===== src/hdl/bfbp_pkg.sv =====
// ----------------------------------------------------------------------------
// bfbp_pkg
// Shared widths, defaults and status codes of the best-fit bin packer.
// ----------------------------------------------------------------------------
package bfbp_pkg;

  localparam int WEIGHT_W        = 16;
  localparam int BIN_INDEX_W     = 6;
  localparam int BINS_USED_W     = 7;
  localparam int STATUS_W        = 2;
  localparam int MAX_BINS_DEFAULT = 64;

  localparam logic [WEIGHT_W-1:0] CAPACITY_RESET = 16'd10;

  typedef logic [STATUS_W-1:0] status_t;

  localparam status_t STATUS_PLACED    = 2'd0;
  localparam status_t STATUS_TOO_HEAVY = 2'd1;
  localparam status_t STATUS_NO_SLOT   = 2'd2;

endpackage


===== src/hdl/bfbp_if.sv =====
// ----------------------------------------------------------------------------
// bfbp_if
// Valid/ready channels of the bin packer: item input and placement result.
// ----------------------------------------------------------------------------
interface bfbp_item_if import bfbp_pkg::*; ();
  logic                valid;
  logic                ready;
  logic [WEIGHT_W-1:0] weight;
  logic                last_item;

  modport source (output valid, output weight, output last_item, input ready);
  modport sink (input valid, input weight, input last_item, output ready);
endinterface

interface bfbp_result_if import bfbp_pkg::*; ();
  logic                   valid;
  logic                   ready;
  logic [BIN_INDEX_W-1:0] bin_index;
  logic                   opened_new;
  logic [BINS_USED_W-1:0] bins_used;
  status_t                status;
  logic                   set_done;

  modport source (output valid, output bin_index, output opened_new, output bins_used,
                  output status, output set_done, input ready);
  modport sink (input valid, input bin_index, input opened_new, input bins_used,
                input status, input set_done, output ready);
endinterface


===== src/hdl/best_fit_bin_packer.sv =====
// ----------------------------------------------------------------------------
// best_fit_bin_packer
// Online best-fit packer: scans the open bins, places each item in the bin
// left with the least room, or opens a new bin, or rejects it.
// ----------------------------------------------------------------------------
// One item is handled at a time. After acceptance the block checks the weight
// against bin_capacity, scans the open bins through the single registered read
// port of the room memory, and writes the chosen bin back as the result is
// registered; it then returns to idle and takes the next item. An item that is
// too heavy skips the scan. The write-back cycle waits while an earlier result
// is still held on the output. The room memory needs no clearing pass: only
// bins below the open count are ever read. The result register holds a
// finished result while the next item is already being scanned.
module best_fit_bin_packer
  import bfbp_pkg::*;
#(
  parameter int MAX_BINS = MAX_BINS_DEFAULT
) (
  input  logic                clk,
  input  logic                rst,
  input  logic                cfg_we,
  input  logic [WEIGHT_W-1:0] cfg_data,
  bfbp_item_if.sink           item_in,
  bfbp_result_if.source       result_out
);

  localparam int IW = (MAX_BINS > 1) ? $clog2(MAX_BINS) : 1;
  localparam int CW = $clog2(MAX_BINS + 1);
  localparam logic [CW-1:0] MAX_COUNT = CW'(MAX_BINS);

  typedef enum logic [3:0] {
    ST_IDLE   = 4'b0001,
    ST_CHECK  = 4'b0010,
    ST_SCAN   = 4'b0100,
    ST_DECIDE = 4'b1000
  } state_t;

  state_t              state;
  logic [WEIGHT_W-1:0] bin_capacity;
  logic [WEIGHT_W-1:0] weight_reg;
  logic                last_reg;
  logic [CW-1:0]       open_count;
  status_t             status_reg;
  logic [WEIGHT_W-1:0] new_room;

  logic [CW-1:0]       rd_idx;
  logic                rd_pend;
  logic [IW-1:0]       cmp_idx;
  logic                found;
  logic [WEIGHT_W-1:0] best;
  logic [IW-1:0]       best_idx;

  logic [WEIGHT_W-1:0] bin_room [MAX_BINS];
  logic [WEIGHT_W-1:0] rd_data;
  logic                mem_rd_en;
  logic                mem_we;
  logic [IW-1:0]       mem_waddr;
  logic [WEIGHT_W-1:0] mem_wdata;

  // shared subtractor: room - weight during scan, capacity - weight otherwise
  logic [WEIGHT_W-1:0] sub_a;
  logic [WEIGHT_W:0]   sub_diff;
  logic                sub_borrow;

  logic                accept;
  logic                out_free;
  logic                issue;
  logic [CW:0]         count_inc;
  logic [CW-1:0]       count_after;
  logic [IW-1:0]       place_idx;
  logic                place_new;
  status_t             place_status;
  logic [IW+BIN_INDEX_W-1:0] idx_ext;
  logic [CW+BINS_USED_W-1:0] used_ext;

  assign accept   = item_in.valid && item_in.ready;
  assign out_free = !result_out.valid || result_out.ready;
  assign item_in.ready = (state == ST_IDLE);

  assign sub_a      = (state == ST_SCAN) ? rd_data : bin_capacity;
  assign sub_diff   = {1'b0, sub_a} - {1'b0, weight_reg};
  assign sub_borrow = sub_diff[WEIGHT_W];

  assign issue     = (state == ST_SCAN) && (rd_idx < open_count);
  assign mem_rd_en = issue;
  assign count_inc = {1'b0, open_count} + {{CW{1'b0}}, 1'b1};

  // placement decision, made from the scan results
  always_comb begin
    place_idx    = '0;
    place_new    = 1'b0;
    place_status = status_reg;
    count_after  = open_count;
    mem_we       = 1'b0;
    mem_waddr    = best_idx;
    mem_wdata    = best;
    if (status_reg == STATUS_PLACED) begin
      if (found) begin
        place_idx = best_idx;
        mem_we    = 1'b1;
      end else if (open_count < MAX_COUNT) begin
        place_idx   = open_count[IW-1:0];
        place_new   = 1'b1;
        count_after = count_inc[CW-1:0];
        mem_we      = 1'b1;
        mem_waddr   = open_count[IW-1:0];
        mem_wdata   = new_room;
      end else begin
        place_status = STATUS_NO_SLOT;
      end
    end
    if (!((state == ST_DECIDE) && out_free)) begin
      mem_we = 1'b0;
    end
  end

  assign idx_ext  = {{BIN_INDEX_W{1'b0}}, place_idx};
  assign used_ext = {{BINS_USED_W{1'b0}}, count_after};

  always_ff @(posedge clk) begin
    if (mem_we) begin
      bin_room[mem_waddr] <= mem_wdata;
    end
    if (mem_rd_en) begin
      rd_data <= bin_room[rd_idx[IW-1:0]];
    end
  end

  always_ff @(posedge clk) begin
    if (rst) begin
      bin_capacity <= CAPACITY_RESET;
    end else if (cfg_we) begin
      bin_capacity <= cfg_data;
    end
  end

  always_ff @(posedge clk) begin
    if (rst) begin
      state      <= ST_IDLE;
      open_count <= '0;
      rd_pend    <= 1'b0;
      found      <= 1'b0;
      rd_idx     <= '0;
    end else begin
      unique case (state)
        ST_IDLE: begin
          if (accept) begin
            state <= ST_CHECK;
          end
        end
        ST_CHECK: begin
          rd_idx  <= '0;
          rd_pend <= 1'b0;
          found   <= 1'b0;
          state   <= sub_borrow ? ST_DECIDE : ST_SCAN;
        end
        ST_SCAN: begin
          rd_pend <= issue;
          if (issue) begin
            rd_idx <= rd_idx + CW'(1);
          end
          // later bins win ties
          if (rd_pend && !sub_borrow &&
              (!found || sub_diff[WEIGHT_W-1:0] <= best)) begin
            found <= 1'b1;
          end
          if (!issue) begin
            state <= ST_DECIDE;
          end
        end
        ST_DECIDE: begin
          if (out_free) begin
            open_count <= last_reg ? '0 : count_after;
            state      <= ST_IDLE;
          end
        end
        default: state <= ST_IDLE;
      endcase
    end
  end

  // payload registers
  always_ff @(posedge clk) begin
    if (accept) begin
      weight_reg <= item_in.weight;
      last_reg   <= item_in.last_item;
    end
    if (state == ST_CHECK) begin
      status_reg <= sub_borrow ? STATUS_TOO_HEAVY : STATUS_PLACED;
      new_room   <= sub_diff[WEIGHT_W-1:0];
    end
    if (state == ST_SCAN) begin
      if (issue) begin
        cmp_idx <= rd_idx[IW-1:0];
      end
      if (rd_pend && !sub_borrow && (!found || sub_diff[WEIGHT_W-1:0] <= best)) begin
        best     <= sub_diff[WEIGHT_W-1:0];
        best_idx <= cmp_idx;
      end
    end
  end

  // result register
  always_ff @(posedge clk) begin
    if (rst) begin
      result_out.valid <= 1'b0;
    end else if ((state == ST_DECIDE) && out_free) begin
      result_out.valid <= 1'b1;
    end else if (result_out.ready) begin
      result_out.valid <= 1'b0;
    end
  end

  always_ff @(posedge clk) begin
    if ((state == ST_DECIDE) && out_free) begin
      result_out.bin_index  <= idx_ext[BIN_INDEX_W-1:0];
      result_out.opened_new <= place_new;
      result_out.bins_used  <= used_ext[BINS_USED_W-1:0];
      result_out.status     <= place_status;
      result_out.set_done   <= last_reg;
    end
  end

`ifndef SYNTH
  a_accept_to_check: assert property (@(posedge clk) disable iff (rst)
    accept |=> (state == ST_CHECK))
    else $error("accepted transaction did not start the weight check");

  a_count_bound: assert property (@(posedge clk) disable iff (rst)
    open_count <= MAX_COUNT)
    else $error("open bin count exceeds the number of bin slots");

  a_scan_bound: assert property (@(posedge clk) disable iff (rst)
    (state == ST_SCAN) |-> (rd_idx <= open_count))
    else $error("scan ran past the open bins");

  a_unplaced_index: assert property (@(posedge clk) disable iff (rst)
    (result_out.valid && (result_out.status != STATUS_PLACED)) |->
      ((result_out.bin_index == '0) && !result_out.opened_new))
    else $error("rejected item reports a bin");

  a_write_once: assert property (@(posedge clk) disable iff (rst)
    mem_we |=> !mem_we)
    else $error("room memory written twice for one item");
`endif

endmodule

===== src/flat_wrapper.sv =====
// flat-port wrapper written by rule: the top's interface ports become plain ports
module best_fit_bin_packer_flat import bfbp_pkg::*;
#(
  parameter int MAX_BINS = MAX_BINS_DEFAULT
)
  (clk, rst, cfg_we, cfg_data, item_in_valid, item_in_weight, item_in_last_item, item_in_ready, result_out_valid, result_out_bin_index, result_out_opened_new, result_out_bins_used, result_out_status, result_out_set_done, result_out_ready);
  bfbp_item_if item_in_i ();
  bfbp_result_if result_out_i ();
  input  logic clk;
  input  logic rst;
  input  logic cfg_we;
  input  logic [WEIGHT_W-1:0] cfg_data;
  input wire logic [$bits(item_in_i.valid)-1:0] item_in_valid;
  input wire logic [$bits(item_in_i.weight)-1:0] item_in_weight;
  input wire logic [$bits(item_in_i.last_item)-1:0] item_in_last_item;
  output wire logic [$bits(item_in_i.ready)-1:0] item_in_ready;
  output wire logic [$bits(result_out_i.valid)-1:0] result_out_valid;
  output wire logic [$bits(result_out_i.bin_index)-1:0] result_out_bin_index;
  output wire logic [$bits(result_out_i.opened_new)-1:0] result_out_opened_new;
  output wire logic [$bits(result_out_i.bins_used)-1:0] result_out_bins_used;
  output wire logic [$bits(result_out_i.status)-1:0] result_out_status;
  output wire logic [$bits(result_out_i.set_done)-1:0] result_out_set_done;
  input wire logic [$bits(result_out_i.ready)-1:0] result_out_ready;
  assign item_in_i.valid = item_in_valid;
  assign item_in_i.weight = item_in_weight;
  assign item_in_i.last_item = item_in_last_item;
  assign item_in_ready = item_in_i.ready;
  assign result_out_valid = result_out_i.valid;
  assign result_out_bin_index = result_out_i.bin_index;
  assign result_out_opened_new = result_out_i.opened_new;
  assign result_out_bins_used = result_out_i.bins_used;
  assign result_out_status = result_out_i.status;
  assign result_out_set_done = result_out_i.set_done;
  assign result_out_i.ready = result_out_ready;
  best_fit_bin_packer #(.MAX_BINS(MAX_BINS)) u_core (.clk(clk), .rst(rst), .cfg_we(cfg_we), .cfg_data(cfg_data), .item_in(item_in_i), .result_out(result_out_i));
endmodule

===== config.mk =====
export PLATFORM = sky130hd
export DESIGN_NAME = best_fit_bin_packer_flat
export DESIGN_NICKNAME = d
export VERILOG_FILES = /design/src/hdl/bfbp_pkg.sv /design/src/hdl/bfbp_if.sv /design/src/hdl/best_fit_bin_packer.sv /design/src/flat_wrapper.sv
export SDC_FILE = /design/constraint.sdc
export NUM_CORES = 1
export LEC_CHECK = 0
export BUFFER_PORTS_ARGS = -buffer_cell sky130_fd_sc_hd__buf_2
export CAP_MARGIN = 20
export CORE_ASPECT_RATIO = 0.8
export CORE_UTILIZATION = 60
export DETAILED_ROUTE_END_ITERATION = 6
export GPL_TIMING_DRIVEN = 0
export MAX_ROUTING_LAYER = met4
export PLACE_DENSITY = 0.81
export SLEW_MARGIN = 30
export SYNTH_ARGS = -nofsm -noshare
export SYNTH_HDL_FRONTEND = slang
export SYNTH_SLANG_ARGS = --single-unit
export TNS_END_PERCENT = 10

===== constraint.sdc =====
create_clock -name clk -period 7.1 [get_ports clk]
set_input_delay 1.065 -clock clk [delete_from_list [all_inputs] [get_ports clk]]
set_output_delay 1.065 -clock clk [all_outputs]
set_load 0.1 [all_outputs]

# Word-level counts from Yosys, hierarchy flattened
# Memory sizes are Yosys's and may differ from the RTL's. A register that Yosys moved wholly into a read port is not among the register bits.
# Cells that the tools add are included.
dict set report word_totals {
  n_memories 1
  out_inout_bits 19
  wordCells 91
  regBits 117
  in_bits 38
  mem_bits_rw 1024
}
# name words width read_ports rd_clocked_by_memory_dff wr line
set mem_list {}
lappend mem_list {u_core.bin_room 64 16 1 1 1 best_fit_bin_packer.sv:53} ;# logic [WEIGHT_W-1:0] bin_room [MAX_BINS];
dict set report classes {
  muxes 35
  bitwise 1
  n_lt_le_gt_ge 3
  n_addsub 3
  reduce_logical 20
  eq_ne 9
}
# cell count
set ops {}
lappend ops {{16-bit two-way mux} 4}
lappend ops {{7-bit two-way mux} 5}
lappend ops {{6-bit two-way mux} 5}
lappend ops {{16-bit by 16-bit subtractor with 17-bit output} 1}
lappend ops {{16-bit less-or-equal comparator} 1}
lappend ops {{4-bit two-way mux} 4}
lappend ops {{4-bit one-hot mux with 4 select lines} 1}
lappend ops {{7-bit by 1-bit adder with 7-bit output (second input constant)} 2}
lappend ops {{7-bit one-hot mux with 2 select lines} 1}
lappend ops {{1-bit two-way mux} 10}
lappend ops {{2-bit AND reduction} 5}
lappend ops {{7-bit less-than comparator} 1}
lappend ops {{7-bit less-than comparator (second input constant)} 1}
lappend ops {{2-bit two-way mux} 3}
lappend ops {{2-bit inequality test (second input constant)} 3}
lappend ops {{1-bit logical AND} 5}
lappend ops {{4-bit by 1-bit equality test with 1-bit output (second input constant)} 1}
lappend ops {{4-bit by 2-bit equality test with 1-bit output (second input constant)} 1}
lappend ops {{4-bit by 3-bit equality test with 1-bit output (second input constant)} 1}
lappend ops {{4-bit equality test (second input constant)} 1}
lappend ops {{2-bit by 1-bit inequality test with 1-bit output (second input constant)} 2}
lappend ops {{1-bit one-hot mux with 2 select lines} 2}
lappend ops {{2-bit nonzero test} 2}
lappend ops {{1-bit zero test} 3}
lappend ops {{other kinds (5)} 6}

# Longest topological paths before layout
dict set report logic_depth {
  word_depth 8
  mapped_depth 18
  depth_no_buf 16
}

# Least setup slack after synthesis
# Ideal clock, no wire load.
dict set report synth_timing {
  path_type {register to register}
  start {register u_core.state[0]}
  end {register u_core.best[0] (enable)}
  path_buffers 2
  setup_time_ps 429
  arrival_ps 5495
  setup_slack_ps 1176
  period_less_slack_ps 5924
  stages_incl_launch_ff 16
  t_required_ps 6671
  path_cell_list {dfxtp_1 -> buf_6 -> nor4b_4 -> clkbuf_1 -> mux2_2 -> ha_1 -> a21oi_1 -> o21ai_0 -> nor2b_1 -> nor4_1 -> o311ai_0 -> ha_1 -> nand4_1 -> o41ai_1 -> a31oi_1 -> nor3_1}
}
dict set report synth_via {
  elab_chain_cells 7
  word_cells_on_any_way 9
  cone_classes {add/sub: 1; order compare: 1; eq/ne: 1; mux: 1; reduce/logical: 5}
}
# element line
set synth_rtl {}
lappend synth_rtl {{start, declared} best_fit_bin_packer.sv:38} ;# state_t state;
lappend synth_rtl {{start signal, assigned} best_fit_bin_packer.sv:155} ;# state <= sub_borrow ? ST_DECIDE : ST_SCAN;
lappend synth_rtl {{4-bit by 3-bit equality test with 1-bit output} best_fit_bin_packer.sv:80} ;# assign sub_a = (state == ST_SCAN) ? rd_data : bin_capacity;
lappend synth_rtl {{16-bit two-way mux} best_fit_bin_packer.sv:80}
lappend synth_rtl {{16-bit by 16-bit subtractor with 17-bit output} best_fit_bin_packer.sv:81} ;# assign sub_diff = {1'b0, sub_a} - {1'b0, weight_reg};
lappend synth_rtl {{named net u_core.sub_diff[14]} best_fit_bin_packer.sv:62} ;# logic [WEIGHT_W:0] sub_diff;
lappend synth_rtl {{16-bit less-or-equal comparator} best_fit_bin_packer.sv:196} ;# if (rd_pend && !sub_borrow && (!found || sub_diff[WEIGHT_W-1:0] <= best)) begin
lappend synth_rtl {{1-bit logical OR} best_fit_bin_packer.sv:196}
lappend synth_rtl {{1-bit logical AND} best_fit_bin_packer.sv:196}
lappend synth_rtl {{2-bit AND reduction (no line)} --}
lappend synth_rtl {{end signal, assigned} best_fit_bin_packer.sv:197} ;# best <= sub_diff[WEIGHT_W-1:0];
lappend synth_rtl {{end, declared} best_fit_bin_packer.sv:50} ;# logic [WEIGHT_W-1:0] best;
# The timed path passes the listed nets, and every way through them passes these cells.
# A chain may end at the register's enable or synchronous reset.

# Worst setup path after layout
dict set report layout_timing {
  start {register u_core.state[2]}
  end {register u_core.best[11] (enable)}
}
# Same word-level chain as after synthesis.

==> results.yml <==
clock_tree:
  cts_buffers: 104
  cts.clk_slew.worst_paths_ps: 70
  h-tree-depth: 3
  cts_setup_buffers: 0
  cts-hold-fix-buffers: 0
  worstSkewPairLatency_ps: 700
  cts_resized: 0
  cts_tree: "done"
  cts.sinks: 1156
  root_buffer: "clkbuf_16"
  cts_max_path_buffers: 3
pwr:
  power_density_nw_per_um2: 265.2
  power_leakage_nw: 16.58
  totalPowerFinal_mw: 13.88
  peakVddDrop_mv: 0.2478
logic_synthesis:
  ys_top_cells_by_area: "edfxtp_1, mux4_2, mux2i_1"
  synth_cells: 2296
  synthAdderAreaFrac_pct: 1.169
  synth_top_area_share_pct: 73.71
  yosys.area_share.xor_xnor_pct: 0.4035
  syn_area_per_cell_um2: 19.85
  synth_edf_count: 1119
  synth_seq_cells: 1156
  yosys.area.top_type: "edfxtp_1"
  synth_area_um2: 45590
  synth_ff_type: "edfxtp_1"
  synth_compound_area_share_pct: 4.855
  synth_cell_types: 65
  async_flop_share_pct: 0
  yosys.area_share.simple_pct: 2.909
  synth_nets: 2376
  yosysWarnings: 0
  seq_area_frac_synth_pct: 75.34
  synth_top_family_by_area: "multiplexers"
  synth_mux_area_share_pct: 13.56
timing:
  post-route-min-period_ps: 6409
  tightest_slew_ps: 1094
  timing.fmax_ghz: 0.1560
  setup_viol: 0
  fin_crit_sh_pct: 90.27
  timing.final.max_slew_violations: 0
  timing.final.ws_setup_ps: 690.6
  rsz0062_at_grt: "false"
  hold_violations: 0
  timing.max_slew.rel_slack_pct: 27.08
  skew_ps: 35.68
finish:
  layout-drive-gt1-share_pct: 26.31
  largest_register: "u_core.bin_room"
  largest_reg_flops: 1024
  antenna_cells: 0
  syn_to_final_growth_pct: 14.83
  nets: 2604
setup_path:
  cp_slowest_cell: "o311ai_0"
  slowest_delay_ps: 740
  start_kind: "flip-flop"
  worst-r2r-setup-slack_ps: 690
  path_cells: "buf_2 > nor4b_4 > clkbuf_1 > mux2i_1 > ha_1 > fa_1 > nor2b_1 > o21ai_0 > a211oi_1 > nor4_1 > o311ai_0 > ha_1 > nand4_1 > o41ai_1 > a31oi_1 > nor3_2 > buf_4 > buf_4"
  critPathKind: "flip-flop to flip-flop"
  critical-path-top-delay-family: "compound AO/OA/AOI/OAI gates"
  critical_path.max_fanout: 10
  cp-end-kind: "flip-flop"
  cp.arrival_ps: 6790
  cp-startpoint: "u_core.state[2]"
  reg2regPathDepth: 18
  rr_endpoint: "u_core.best[11]"
  critPathRequiredTime_ps: 7480
  regToRegStartpoint: "u_core.state[2]"
  crit_buf_inv: 4
die:
  die_w_um: 310.2
  core-area_um2: 75330
  io-pin-count: 57
  start_util_pct: 60.51
  row_count: 90
  die_h_um: 248.5
  design.die.area_um2: 77090
place:
  dp_hpwl_um: 80050
  gp_congestion: 1.052
  dp_slack_ps: 714.9
  portBuffers: 55
hold_path:
  hold_end: "u_core.best_idx[4]"
  hold_path_depth: 0
  hold_class: "flip-flop to flip-flop"
  min_from: "u_core.cmp_idx[4]"
routing:
  dr.pass1.iters: 7
  routedWlPerCell_um: 33.43
  vias: 25020
  drt_iter0_drc: 4048
  ant_nets: 0
  drc_errors: 0
  wl_um: 121100
  viasPerCell: 6.906
global_routing:
  grt_first_pass_wirelength_um: 173200
  gr-total-overflow: 0
  grt_max_degree: 65
  antenna_found_initial: 3
  grt_pass1_vias: 24780
  grt_usage_pct: 33.04
status:
  outcome: "complete, no violations"
job:
  maxCapViolations: 0
==> layer usage <==
| metal | vias up | wire length (µm) | track usage, % |
|---|---|---|---|
| met5 | - | 0 | - |
| met4 | 0 | 4743 | 11.63 |
| met3 | 302 | 16130 | 8.779 |
| met2 | 2017 | 54730 | 46.98 |
| met1 | 12750 | 45500 | 46.72 |
| li1 | 9949 | - | - |
==> where the power goes <==
| part | switching (mW) | internal, mW | leakage [nW] |
|---|---|---|---|
| Clock | 2.52 | 3.34 | 1.74 |
| Combinational | 0.348 | 0.204 | 4.47 |
| Sequential | 0.0129 | 7.46 | 10.4 |
==> final cells by class <==
class                           instances  area, µm²
Clock inverter                         66      723.2
Clock buffer                          127       2814
Inverter                               49      183.9
Timing Repair Buffer                  122       1468
Multi-Input combinational cell        971      10920
Fill cell                            4388      22990
Sequential cell                      1156      34340
Buffer                                120      628.1
Tap cell                             1012       1266
==> cells in the final DEF (no fill, tap or decap), types with 26 or more instances in the layout <==
cell,n
o221ai_1,26
a221oi_1,27
dfxtp_1,37
buf_2,92
ha_1,41
mux4_2,229
a22oi_1,31
nor2_2,35
inv_1,49
a211oi_1,31
clkbuf_1,64
mux2i_1,81
nand2_1,51
nor2_1,67
clkbuf_16,108
edfxtp_1,1119
a22o_1,41
a21oi_1,39
nor2_4,29
buf_6,39
==> synth_stat cells (all sizes together) (17+ instances only) <==
cell type,n
a21oi,39
a22o,41
dfxtp,37
nand3,23
mux2i,81
o22ai,17
clkbuf,55
edfxtp,1119
ha,41
a211oi,33
nor2,131
inv,49
buf,65
xnor2,17
nand2,51
o221ai,26
mux4,229
mux2,19
o21ai,31
a221oi,27
a22oi,31
==> stage by stage <==
stage          instance area, µm²  TNS [ps]  hold WS [ps]  util [%]  std cells
3_5_place_dp                48800         0         405.2     64.78       3430
2_1_floorplan               45590         0         400.3         -       2296
5_1_grt                     52350         0         428.2     69.49       3623
6_report                    52350         0         423.2     69.49       3623
4_1_cts                     52340         0         420.6     69.48       3623
3_3_place_gp                47130   -575050         402.4     62.56       3363
==> cells by family (layout without fill, tap and decap cells) <==
kind of cell               after synthesis  after routing
buffers and inverters                  169            484
and+or+nand+nor                        283            283
DFF                                   1156           1156
muxes                                  329            329
AOI/OAI and AO/OA                      296            296
adders and majority gates               42             42
xor gates and xnor gates                21             21
==> how the worst max path moves through the flow <==
stage / end / slack (ps) / cells after the start
after global routing: u_core.best[10] / 380 / 18
after detailed placement: u_core.best[8] / 710 / 18
after floorplan: u_core.best[0] / 1180 / 15
after CTS: u_core.best[9] / 690 / 18
final: u_core.best[11] / 690 / 18
after global placement: u_core.bin_room[10][7] / -1500 / 5
No activity file was read; power rests on OpenSTA's default activity.
